[src/hdl/wsps_pkg.sv]
// ----------------------------------------------------------------------------
// Wildcard byte pattern search package
// Shared types and constants for the pattern search cells and top level.
// ----------------------------------------------------------------------------
package wsps_pkg;

  localparam int CFG_INDEX_W  = 4;
  localparam int CFG_DATA_W   = 64;
  localparam int LEN_W        = 5;
  localparam int MASK_W       = 16;
  localparam int PATTERN_W    = 128;
  localparam int OUT_OFFSET_W = 32;

  typedef enum logic [1:0] {
    ST_FOUND     = 2'd0,
    ST_NOT_FOUND = 2'd1,
    ST_TOO_SHORT = 2'd2
  } status_t;

  typedef enum logic [CFG_INDEX_W-1:0] {
    REG_PATTERN_LOW    = 4'd0,
    REG_PATTERN_HIGH   = 4'd1,
    REG_WILDCARD_MASK  = 4'd2,
    REG_PATTERN_LENGTH = 4'd3
  } cfg_reg_t;

  // Per-beat control shared by every cell of the chain.
  typedef struct packed {
    logic advance;
    logic clear;
  } cell_ctrl_t;

endpackage

[src/hdl/wsps_cell.sv]
// ----------------------------------------------------------------------------
// Pattern search cell
// Holds one bit of the partial match vector and compares one pattern entry.
// ----------------------------------------------------------------------------
module wsps_cell (
  input  logic                 clk,
  input  logic                 rst_n,
  input  wsps_pkg::cell_ctrl_t ctrl,
  input  logic [7:0]           entry_byte,
  input  logic                 wild,
  input  logic                 enable,
  input  logic [7:0]           data_byte,
  input  logic                 prev_bit,
  output logic                 match_bit,
  output logic                 match_nxt
);

  logic match_r;
  logic entry_eq;

  assign entry_eq  = enable & (wild | (entry_byte == data_byte));
  assign match_nxt = prev_bit & entry_eq;
  assign match_bit = match_r;

  always_ff @(posedge clk) begin
    if (!rst_n) begin
      match_r <= 1'b0;
    end else if (ctrl.clear) begin
      match_r <= 1'b0;
    end else if (ctrl.advance) begin
      match_r <= match_nxt;
    end
  end

endmodule

[src/hdl/wildcard_byte_pattern_search.sv]
// ----------------------------------------------------------------------------
// Wildcard byte pattern search
// Streams region bytes through a row of match cells and reports the first
// offset where the configured wildcard pattern matches.
// ----------------------------------------------------------------------------
//
//   Channel  Direction  Handshake         Payload
//   in_      input      valid / stall     data_byte[7:0], last_byte
//   out_     output     valid / stall     status[1:0], match_offset[31:0]
//   cfg_     input      valid / ready     index[3:0], data[63:0]
//
// One beat is accepted per cycle while in_stall is low; every cell updates its
// match bit in the cycle the byte is accepted.
// A result is loaded into the output register at the edge that takes its byte.
// Input stall is raised only while a result is held and the output is stalled.
// Reset is synchronous and clears the match vector, offset counter and output valid.
// Configuration writes are always ready.
module wildcard_byte_pattern_search #(
  parameter int PATTERN_MAX  = 16,
  parameter int OFFSET_WIDTH = 32
) (
  input  logic                                 clk,
  input  logic                                 rst_n,
  input  logic                                 in_valid,
  output logic                                 in_stall,
  input  logic [7:0]                           in_data_byte,
  input  logic                                 in_last_byte,
  output logic                                 out_valid,
  input  logic                                 out_stall,
  output logic [1:0]                           out_status,
  output logic [wsps_pkg::OUT_OFFSET_W-1:0]    out_match_offset,
  input  logic                                 cfg_valid,
  output logic                                 cfg_ready,
  input  logic [wsps_pkg::CFG_INDEX_W-1:0]     cfg_index,
  input  logic [wsps_pkg::CFG_DATA_W-1:0]      cfg_data
);

  localparam int LW = wsps_pkg::LEN_W;

  // Configuration registers.
  logic [wsps_pkg::CFG_DATA_W-1:0] pattern_low_r;
  logic [wsps_pkg::CFG_DATA_W-1:0] pattern_high_r;
  logic [wsps_pkg::MASK_W-1:0]     wildcard_mask_r;
  logic [LW-1:0]                   pattern_length_r;

  // Region state.
  logic [OFFSET_WIDTH-1:0]         bytes_seen_r;
  logic [OFFSET_WIDTH-1:0]         bytes_seen_nxt;
  logic                            reported_r;
  logic                            reported_nxt;

  // Output register.
  logic                            out_valid_r;
  wsps_pkg::status_t               out_status_r;
  wsps_pkg::status_t               out_status_nxt;
  logic [wsps_pkg::OUT_OFFSET_W-1:0] out_offset_r;
  logic [wsps_pkg::OUT_OFFSET_W-1:0] out_offset_nxt;

  logic                            in_accept;
  logic                            result_load;
  logic [wsps_pkg::PATTERN_W-1:0]  pattern_all;
  logic [LW-1:0]                   len_used;
  logic [LW-1:0]                   len_m1;
  logic [OFFSET_WIDTH-1:0]         len_m1_ext;
  logic [OFFSET_WIDTH-1:0]         start_offset;
  logic                            region_short;
  logic                            found;
  logic [PATTERN_MAX-1:0]          match_vec;
  logic [PATTERN_MAX-1:0]          match_vec_nxt;
  logic [PATTERN_MAX-1:0]          len_sel;
  wsps_pkg::cell_ctrl_t            cell_ctrl;

  assign cfg_ready = 1'b1;
  assign in_stall  = out_valid_r & out_stall;
  assign in_accept = in_valid & ~in_stall;

  assign cell_ctrl.advance = in_accept;
  assign cell_ctrl.clear   = in_accept & in_last_byte;

  always_ff @(posedge clk) begin
    if (!rst_n) begin
      pattern_low_r    <= '0;
      pattern_high_r   <= '0;
      wildcard_mask_r  <= '0;
      pattern_length_r <= '0;
    end else if (cfg_valid && cfg_ready) begin
      case (cfg_index)
        wsps_pkg::REG_PATTERN_LOW:    pattern_low_r    <= cfg_data;
        wsps_pkg::REG_PATTERN_HIGH:   pattern_high_r   <= cfg_data;
        wsps_pkg::REG_WILDCARD_MASK:  wildcard_mask_r  <= cfg_data[wsps_pkg::MASK_W-1:0];
        wsps_pkg::REG_PATTERN_LENGTH: pattern_length_r <= cfg_data[LW-1:0];
        default: ;
      endcase
    end
  end

  assign pattern_all = {pattern_high_r, pattern_low_r};
  assign len_used    = (pattern_length_r > LW'(PATTERN_MAX)) ? LW'(PATTERN_MAX)
                                                             : pattern_length_r;
  assign len_m1      = len_used - LW'(1);
  assign len_m1_ext  = {{(OFFSET_WIDTH-LW){1'b0}}, len_m1};

  genvar gi;
  generate
    for (gi = 0; gi < PATTERN_MAX; gi++) begin : g_cell
      logic prev_bit;
      if (gi == 0) begin : g_head
        assign prev_bit = 1'b1;
      end else begin : g_link
        assign prev_bit = match_vec[gi-1];
      end

      assign len_sel[gi] = (len_used == LW'(gi + 1));

      wsps_cell u_cell (
        .clk        (clk),
        .rst_n      (rst_n),
        .ctrl       (cell_ctrl),
        .entry_byte (pattern_all[8*gi +: 8]),
        .wild       (wildcard_mask_r[gi]),
        .enable     (LW'(gi) < len_used),
        .data_byte  (in_data_byte),
        .prev_bit   (prev_bit),
        .match_bit  (match_vec[gi]),
        .match_nxt  (match_vec_nxt[gi])
      );
    end
  endgenerate

  // The newest bit of the vector at the pattern's last entry marks a full match.
  assign found        = ~reported_r & (|(match_vec_nxt & len_sel));
  assign region_short = (len_used != '0) & (bytes_seen_r < len_m1_ext);
  assign start_offset = region_short ? '0 : (bytes_seen_r - len_m1_ext);

  always_comb begin
    out_status_nxt = wsps_pkg::ST_NOT_FOUND;
    out_offset_nxt = '0;
    result_load    = 1'b0;
    if (found) begin
      out_status_nxt = wsps_pkg::ST_FOUND;
      out_offset_nxt = wsps_pkg::OUT_OFFSET_W'(start_offset);
      result_load    = in_accept;
    end else if (in_last_byte && !reported_r) begin
      out_status_nxt = region_short ? wsps_pkg::ST_TOO_SHORT : wsps_pkg::ST_NOT_FOUND;
      result_load    = in_accept;
    end
  end

  always_comb begin
    bytes_seen_nxt = bytes_seen_r;
    reported_nxt   = reported_r;
    if (in_accept) begin
      if (in_last_byte) begin
        bytes_seen_nxt = '0;
        reported_nxt   = 1'b0;
      end else begin
        if (bytes_seen_r != '1) begin
          bytes_seen_nxt = bytes_seen_r + OFFSET_WIDTH'(1);
        end
        reported_nxt = reported_r | found;
      end
    end
  end

  always_ff @(posedge clk) begin
    if (!rst_n) begin
      bytes_seen_r <= '0;
      reported_r   <= 1'b0;
      out_valid_r  <= 1'b0;
    end else begin
      bytes_seen_r <= bytes_seen_nxt;
      reported_r   <= reported_nxt;
      if (result_load) begin
        out_valid_r <= 1'b1;
      end else if (!out_stall) begin
        out_valid_r <= 1'b0;
      end
    end
  end

  always_ff @(posedge clk) begin
    if (result_load) begin
      out_status_r <= out_status_nxt;
      out_offset_r <= out_offset_nxt;
    end
  end

  assign out_valid        = out_valid_r;
  assign out_status       = out_status_r;
  assign out_match_offset = out_offset_r;

  // A held result that is not a match never carries an offset.
  a_offset_zero_unless_found: assert property (@(posedge clk) disable iff (!rst_n)
    out_valid_r && (out_status_r != wsps_pkg::ST_FOUND) |-> out_offset_r == '0)
    else $error("non-match result carries an offset");

  // The end of a region returns the offset counter, flag and vector to zero.
  a_region_clear: assert property (@(posedge clk) disable iff (!rst_n)
    in_accept && in_last_byte |=> (bytes_seen_r == '0) && !reported_r && (match_vec == '0))
    else $error("region state not cleared after the last beat");

  // A match in mid-region silences the block until the region ends.
  a_found_sets_flag: assert property (@(posedge clk) disable iff (!rst_n)
    in_accept && !in_last_byte && found |=> reported_r)
    else $error("match not recorded");

  // Input is held back only while a result waits downstream.
  a_stall_source: assert property (@(posedge clk) disable iff (!rst_n)
    in_stall |-> out_valid_r)
    else $error("input stalled with an empty output register");

  // A reported region produces no further results until it ends.
  a_quiet_after_match: assert property (@(posedge clk) disable iff (!rst_n)
    reported_r |-> !result_load)
    else $error("result produced after a match was reported");

endmodule

[config.mk]
export PLATFORM = sky130hd
export DESIGN_NAME = wildcard_byte_pattern_search
export DESIGN_NICKNAME = d
export VERILOG_FILES = /design/src/hdl/wsps_pkg.sv /design/src/hdl/wsps_cell.sv /design/src/hdl/wildcard_byte_pattern_search.sv
export SDC_FILE = /design/constraint.sdc
export NUM_CORES = 1
export LEC_CHECK = 0
export BUFFER_PORTS_ARGS = -buffer_cell sky130_fd_sc_hd__buf_4
export CORE_MARGIN = 3
export CORE_UTILIZATION = 50
export CTS_CLUSTER_DIAMETER = 50
export DETAILED_ROUTE_END_ITERATION = 7
export PLACE_DENSITY = 0.67
export SYNTH_ARGS = -nofsm -noshare
export SYNTH_HDL_FRONTEND = slang
export SYNTH_SLANG_ARGS = --single-unit
export TNS_END_PERCENT = 20
[constraint.sdc]
create_clock -name clk -period 6.83 [get_ports clk]
set_clock_uncertainty 0.1 [all_clocks]
set_input_delay 0.3415 -clock clk [delete_from_list [all_inputs] [get_ports clk]]
set_output_delay 0.3415 -clock clk [all_outputs]
set_load 0.02 [all_outputs]
Word level (Yosys, flattened, before mapping)
Index checks and enable logic that the tools add are counted.
{"block": "word_totals", "regBits": 232, "inputBits": 82, "output_inout_bits": 37, "elab_cells": 166}
{"block": "op_classes", "addsub": 3, "order_cmp": 18, "n_eq_ne": 37, "n_mux": 10, "bitwise": 59, "reduce_logical": 14}
{"cell": "$eq A8 B8 Y1", "n": 16}
{"cell": "$mux W32", "n": 2}
{"cell": "$eq A5 B4 Y1 const B", "n": 8}
{"cell": "$lt A4 B5 Y1 const A", "n": 8}
{"cell": "$and A1 B1 Y1", "n": 36}
{"cell": "$add A32 B1 Y32 const B", "n": 1}
{"cell": "$lt A32 B5 Y1", "n": 1}
{"cell": "$ne A32 B32 Y1 const B", "n": 1}
{"cell": "$sub A32 B5 Y32", "n": 1}
{"cell": "$eq A5 B3 Y1 const B", "n": 4}
{"cell": "$lt A3 B5 Y1 const A", "n": 4}
{"cell": "$or A1 B1 Y1", "n": 17}
{"cell": "$and A16 B16 Y16", "n": 1}
{"cell": "$reduce_or A16 Y1", "n": 1}
{"cell": "$eq A5 B2 Y1 const B", "n": 2}
{"cell": "$lt A1 B5 Y1 const A", "n": 2}
{"cell": "$lt A2 B5 Y1 const A", "n": 2}
{"cell": "$reduce_and A2 Y1", "n": 5}
{"cell": "$eq A4 B2 Y1 const B", "n": 2}
{"cell": "$mux W1", "n": 6}
{"cell": "$reduce_or A2 Y1", "n": 3}
{"cell": "$eq A5 B1 Y1 const B", "n": 1}
{"cell": "$eq A5 B5 Y1 const B", "n": 1}
{"cell": "$gt A5 B5 Y1 const B", "n": 1}
{"cell": "other kinds (11)", "n": 15}

Longest topological paths before layout
{"block": "logic_depth", "ltp_word": 10, "depth_mapped": 15, "depth_no_buf": 13}

Cells and area by module
Synthesis repeated with hierarchy kept, for this count alone.
{"block": "unflattened", "cells_unflattened": 1440, "area_unflattened_um2": 12406.9}
{"mod": "wildcard_byte_pattern_search", "n_inst": 1, "cells_per_inst": 1088, "area_per_inst_um2": 9584.2, "seq_area_each_um2": 4684.5}
{"mod": "wsps_cell", "n_inst": 16, "cells_per_inst": 22, "area_per_inst_um2": 176.4, "seq_area_each_um2": 20.0}

Worst setup path before layout
Ideal clock, no wire load.
{"block": "synth_path", "kind": "reg2reg", "start": "register pattern_length_r[1]", "end": "register out_offset_r (netlist bit out_match_offset[0]) (enable)", "setup_ps": 477, "arrival_ps": 4530, "setup_slack_ps": 1723, "path_stages_with_launch": 12, "n_path_buf": 1, "synth_period_minus_slack_ps": 5107, "cell_sequence": "dfxtp_1 -> clkbuf_1 -> nor2b_1 -> inv_1 -> ha_1 -> nand3b_1 -> nand3_1 -> o22ai_1 -> nand3_1 -> o2111ai_1 -> nor2_1 -> a211oi_1"}
{"block": "synth_via", "elab_chain_len": 9, "elab_cells_between_ends": 69, "cone_classes": "17 x order compare; 16 x eq/ne; 2 x mux; 33 x bitwise; 1 x reduce/logical"}
{"item": "from (decl)", "line_no": "wildcard_byte_pattern_search.sv:44", "rtl": "logic [LW-1:0] pattern_length_r;"}
{"item": "from (signal assigned)", "line_no": "wildcard_byte_pattern_search.sv:91", "rtl": "wsps_pkg::REG_PATTERN_LENGTH: pattern_length_r <= cfg_data[LW-1:0];"}
{"item": "$gt A5 B5 Y1", "line_no": "wildcard_byte_pattern_search.sv:98", "rtl": "assign len_used = (pattern_length_r > LW'(PATTERN_MAX)) ? LW'(PATTERN_MAX)"}
{"item": "$mux W5 (*)", "line_no": "wildcard_byte_pattern_search.sv:98"}
{"item": "$lt A1 B5 Y1, or another cell as far along", "line_no": "wildcard_byte_pattern_search.sv:121", "rtl": ".enable (LW'(gi) < len_used),"}
{"item": "$and A1 B1 Y1", "line_no": "wsps_cell.sv:21", "rtl": "assign entry_eq = enable & (wild | (entry_byte == data_byte));"}
{"item": "$and A1 B1 Y1", "line_no": "wsps_cell.sv:22", "rtl": "assign match_nxt = prev_bit & entry_eq;"}
{"item": "$and A16 B16 Y16 (*)", "line_no": "wildcard_byte_pattern_search.sv:131", "rtl": "assign found = ~reported_r & (|(match_vec_nxt & len_sel));"}
{"item": "$reduce_or A16 Y1 (*)", "line_no": "wildcard_byte_pattern_search.sv:131"}
{"item": "$and A1 B1 Y1 (*)", "line_no": "wildcard_byte_pattern_search.sv:131"}
{"item": "$mux W1 (*)", "line_no": "wildcard_byte_pattern_search.sv:139", "rtl": "if (found) begin"}
{"item": "named net result_load", "line_no": "wildcard_byte_pattern_search.sv:60", "rtl": "logic result_load;"}
{"item": "to (signal assigned)", "line_no": "wildcard_byte_pattern_search.sv:184", "rtl": "out_offset_r <= out_offset_nxt;"}
{"item": "to (decl)", "line_no": "wildcard_byte_pattern_search.sv:56", "rtl": "logic [wsps_pkg::OUT_OFFSET_W-1:0] out_offset_r;"}
The timed path passes the listed nets; every way through them passes the cells marked *.
A chain may end at the register's enable or synchronous reset.

Final worst setup path
{"block": "layout_path", "start": "register pattern_length_r[1]", "end": "register out_offset_r (netlist bit out_match_offset[9]) (data pin)"}
{"block": "layout_via", "elab_chain_len": 10, "elab_cells_between_ends": 75, "cone_classes": "2 x add/sub; 18 x order compare; 16 x eq/ne; 1 x mux; 35 x bitwise; 3 x reduce/logical"}
{"item": "$gt A5 B5 Y1", "line_no": "wildcard_byte_pattern_search.sv:98"}
{"item": "$mux W5 (*)", "line_no": "wildcard_byte_pattern_search.sv:98"}
{"item": "parallel branches: the longest is 8 deep, another holds $lt A32 B5 Y1"}
Every way passes the cells marked *.

==> impl_metrics.csv <==
group,metric,value,unit
clock_tree,clock-sinks,232,
detailed_routing,avgViaCountPerCell,5.31,
die,dieHeight,158,µm
die,die_ar,0.0248,mm²
cells_and_area,layout-area-overhead-vs-synth,22.1,%
synthesis,synth_top_area_cell,"dfxtp_1",
die,fp.dieW,158,µm
detailed_routing,route.antenna.remaining_nets,0,
clock_tree,root_buffer,"clkbuf_16",
timing,hold_slack,0.0841,ns
die,core_area,0.0222,mm²
pwr,sum_of_internal_switching_and_leakage_power,3130,µW
global_route,grt_antenna_before_repair,0,
synthesis,yosys-mux-area-fraction,0.534,%
die,initial_utilization,51.7,%
synthesis,number_of_enable_flip_flop_cells_after_synthesis,34,
synthesis,post_synth_inst_count,1364,
critical_path,cp_max_fo,29,
clock_tree,cts.clk_slew.worst_paths,0.06,ns
clock_tree,numCtsBuffers,28,
synthesis,yosys.cell_count.top_type,"nand2_1",
critical_path,worst_setup_path_type,"reg -> reg",
clock_tree,tritoncts,"yes",
synthesis,ys_top_cells_by_area,"dfxtp_1 (35%), nand2_1 (11%), xor2_1 (11%)",
placed_design,place_hpwl,19300,µm
critical_path,critPathLaunchType,"register",
die,rows,54,
min_path,min-delay-path-class,"in -> reg",
global_route,globalRouteOverflowTotal,0,
pwr,power.density_cell_area,223,mW/mm²
cells_and_area,final_net_count,1590,
timing,share_of_the_clock_period_used_by_the_worst_path_after_layout,58.1,%
detailed_routing,drc,0,
timing,max_clock_freq,252,MHz
timing,count_of_pins_over_their_slew_limit,0,
clock_tree,clk-insertion-delay-late,0.54,ns
synthesis,post_synth_top_flop,"dfxtp_1",
synthesis,synthesized_area_fraction_occupied_by_adder_cells,1.48,%
status,outcome,"finished, final reports clean",
clock_tree,cts-root-to-sink-buffers,3,
cells_and_area,drive_above_1_share,12.9,%
global_route,met3_usage,2.82,%
detailed_routing,detail_route.wl_per_cell,16.4,µm
timing,timing.final.crit_period,3.97,ns
synthesis,syn_area,0.0115,mm²
timing,finalSetupTns,0,ns
detailed_routing,drt_iter0_markers,403,
job,max_cap_violations,0,
pwr,vdd_drop_max,0.000200,V
detailed_routing,dr.pass1.iters,4,
global_route,number_of_global_route_vias_before_repair,9235,
cells_and_area,post_route_core_utilization,63.1,%
clock_tree,cts_htree_levels,1,
global_route,grt_first_pass_wirelength,47200,µm
timing,rsz0062_at_grt,"false",
detailed_routing,via_count,9541,
synthesis,synth.ff_latch_count,232,
synthesis,netlist.area_leader.share,34.5,%
global_route,all_layer_gr_usage,23.4,%
global_route,groute.layer.met1.usage,32.4,%
synthesis,synthesis.yosys.warnings,0,
synthesis,post_synth_num_cell_types,60,
critical_path,critPathCaptureType,"register",
pwr,static-leakage-power,0.00546,µW
synthesis,synth_area_per_cell,8.42,µm²
cells_and_area,area_of_the_multi_input_gates,0.00609,mm²
timing,worst-slew-pin-transition,1.18,ns
placed_design,numPortBuffers,117,
global_route,met2_capacity_usage_during_global_routing,39.4,%
synthesis,mappedNetlistNets,1459,
global_route,grt.busiest_layer,"met2",
detailed_routing,final_routed_wirelength_across_all_metal_layers,29500,µm
cells_and_area,register_area,0.00498,mm²
synthesis,synth_top_family_by_area,"simple AND/OR/NAND/NOR gates",
timing,finalHoldViolations,0,
synthesis,yosys.area_share.simple,23.2,%
cells_and_area,layout.filler_cells,1941,
synthesis,synth_compound_area_share,13.9,%
synthesis,synthXorXnorAreaFrac,13.6,%
critical_path,arr_time_crit_path,4.14,ns
synthesis,synth_common_cells,"nand2_1 (339), dfxtp_1 (198), a21boi_0 (146), xor2_1 (140), nor2_1 (92)",
placed_design,globalplace.congestion,0.930,
global_route,grt_start_max_net_pins,99,
timing,slew-limit-headroom,21.4,%
die,pin_count,119,
synthesis,ys_async_sr_fraction,0,%
synthesis,sequential_cell_area_fraction_in_the_yosys_report,43.4,%
critical_path,cp.required,7.00,ns
cells_and_area,antenna_cells_inserted,0,
timing,setup-violations-final,0,
==> per-layer routing <==
metal / routed length [µm] / vias up
met1: 13700 / 4496
met4: 433 / 0
met3: 1470 / 36
met5: 0 / -
li1: - / 4786
met2: 13800 / 223
==> worst paths after layout <==
path,start,endpoint,slack (ns),cells after the start
setup / recovery,pattern_length_r[1],out_match_offset[9],2.86,14
hold / removal,in_valid,out_valid,0.08,3
setup reg to reg,pattern_length_r[1],out_match_offset[9],2.86,14
hold reg to reg,g_cell[11].u_cell.match_bit,g_cell[11].u_cell.match_bit,0.35,2
==> layout by cell type, fill, tap and decap left out, types with 5 or more instances in the layout <==
cell	synthesis	routed
a21boi_0	146	146
a21oi_1	47	47
and3_1	6	6
buf_4	1	127
clkbuf_1	67	6
clkbuf_16	0	28
clkbuf_8	0	8
dfxtp_1	198	198
dlygate4sd3_1	0	64
edfxtp_1	34	34
ha_1	12	12
inv_1	17	17
mux2i_1	5	5
nand2_1	339	338
nand3_1	22	22
nand4_1	7	7
nor2_1	92	92
nor2b_1	18	18
nor3_1	21	20
nor4_1	35	35
o21ai_0	19	19
or2_2	5	5
or3_1	15	14
xnor2_1	39	39
xor2_1	140	140
==> worst max-delay path, stage by stage (launching register included) <==
cell      delay, ns
dfxtp_1        0.57
nor2b_1        0.38
inv_1          0.14
ha_1           0.26
xnor2_1        0.18
ha_1           0.27
nor2b_1        0.15
o21ai_0        0.21
a21boi_0       0.24
nor4_4         0.36
and3_1         0.26
nor2_1         0.06
o21ai_2        0.10
buf_4          0.32
nor2_1         0.10
==> final cells by class <==
class	instances	area share (%)
multi-input combinational	1025	43.4
sequential	232	35.5
timing repair buffer	191	11.4
clock buffer	42	5.94
tap	280	2.50
clock inverter	10	0.767
inverter	17	0.455
==> where the power goes <==
group / total, µW / internal (µW) / switching (µW)
Clock: 1470 / 885 / 582
Combinational: 247 / 113 / 134
Sequential: 1420 / 1400 / 11.5
==> repair_timing <==
item / 4_1_cts / 5_1_grt
hold endpoints to repair: 135 / 0
buffers inserted: 0 / 0
gates resized for setup: 0 / 0
hold buffers: 64 / 0
==> kinds of logic (layout without fill, tap and decap cells) <==
kind of cell / count (synthesis) / in the layout
adder cells (fa/ha/maj): 13 / 13
AND/OR/NAND/NOR: 592 / 592
other: 1 / 1
multiplexers: 6 / 6
XOR/XNOR: 179 / 179
flip-flops: 232 / 232
buffers and inverters: 107 / 260
AO/OA/AOI/OAI: 234 / 234
==> state kept, by name, summed over array words and instances (netlist names) <==
name and count:
out_valid 1, g_cell.u_cell.match_bit 15, wildcard_mask_r 16, reported_r 1, pattern_length_r 5, bytes_seen_r 32, out_status 2, out_match_offset 32
pattern_low_r 64, pattern_high_r 64
==> per-stage QoR <==
stage | setup slack, ns | cells | area [µm²]
finish | 2.86 | 1797 | 14000
global route | 2.52 | 1797 | 14000
CTS | 2.86 | 1797 | 14000
detailed placement | 2.87 | 1681 | 12400
global placement | 3.04 | 1681 | 12400
floorplan | 1.72 | 1364 | 11500
Note: power is estimated with default switching activity, not from simulation.
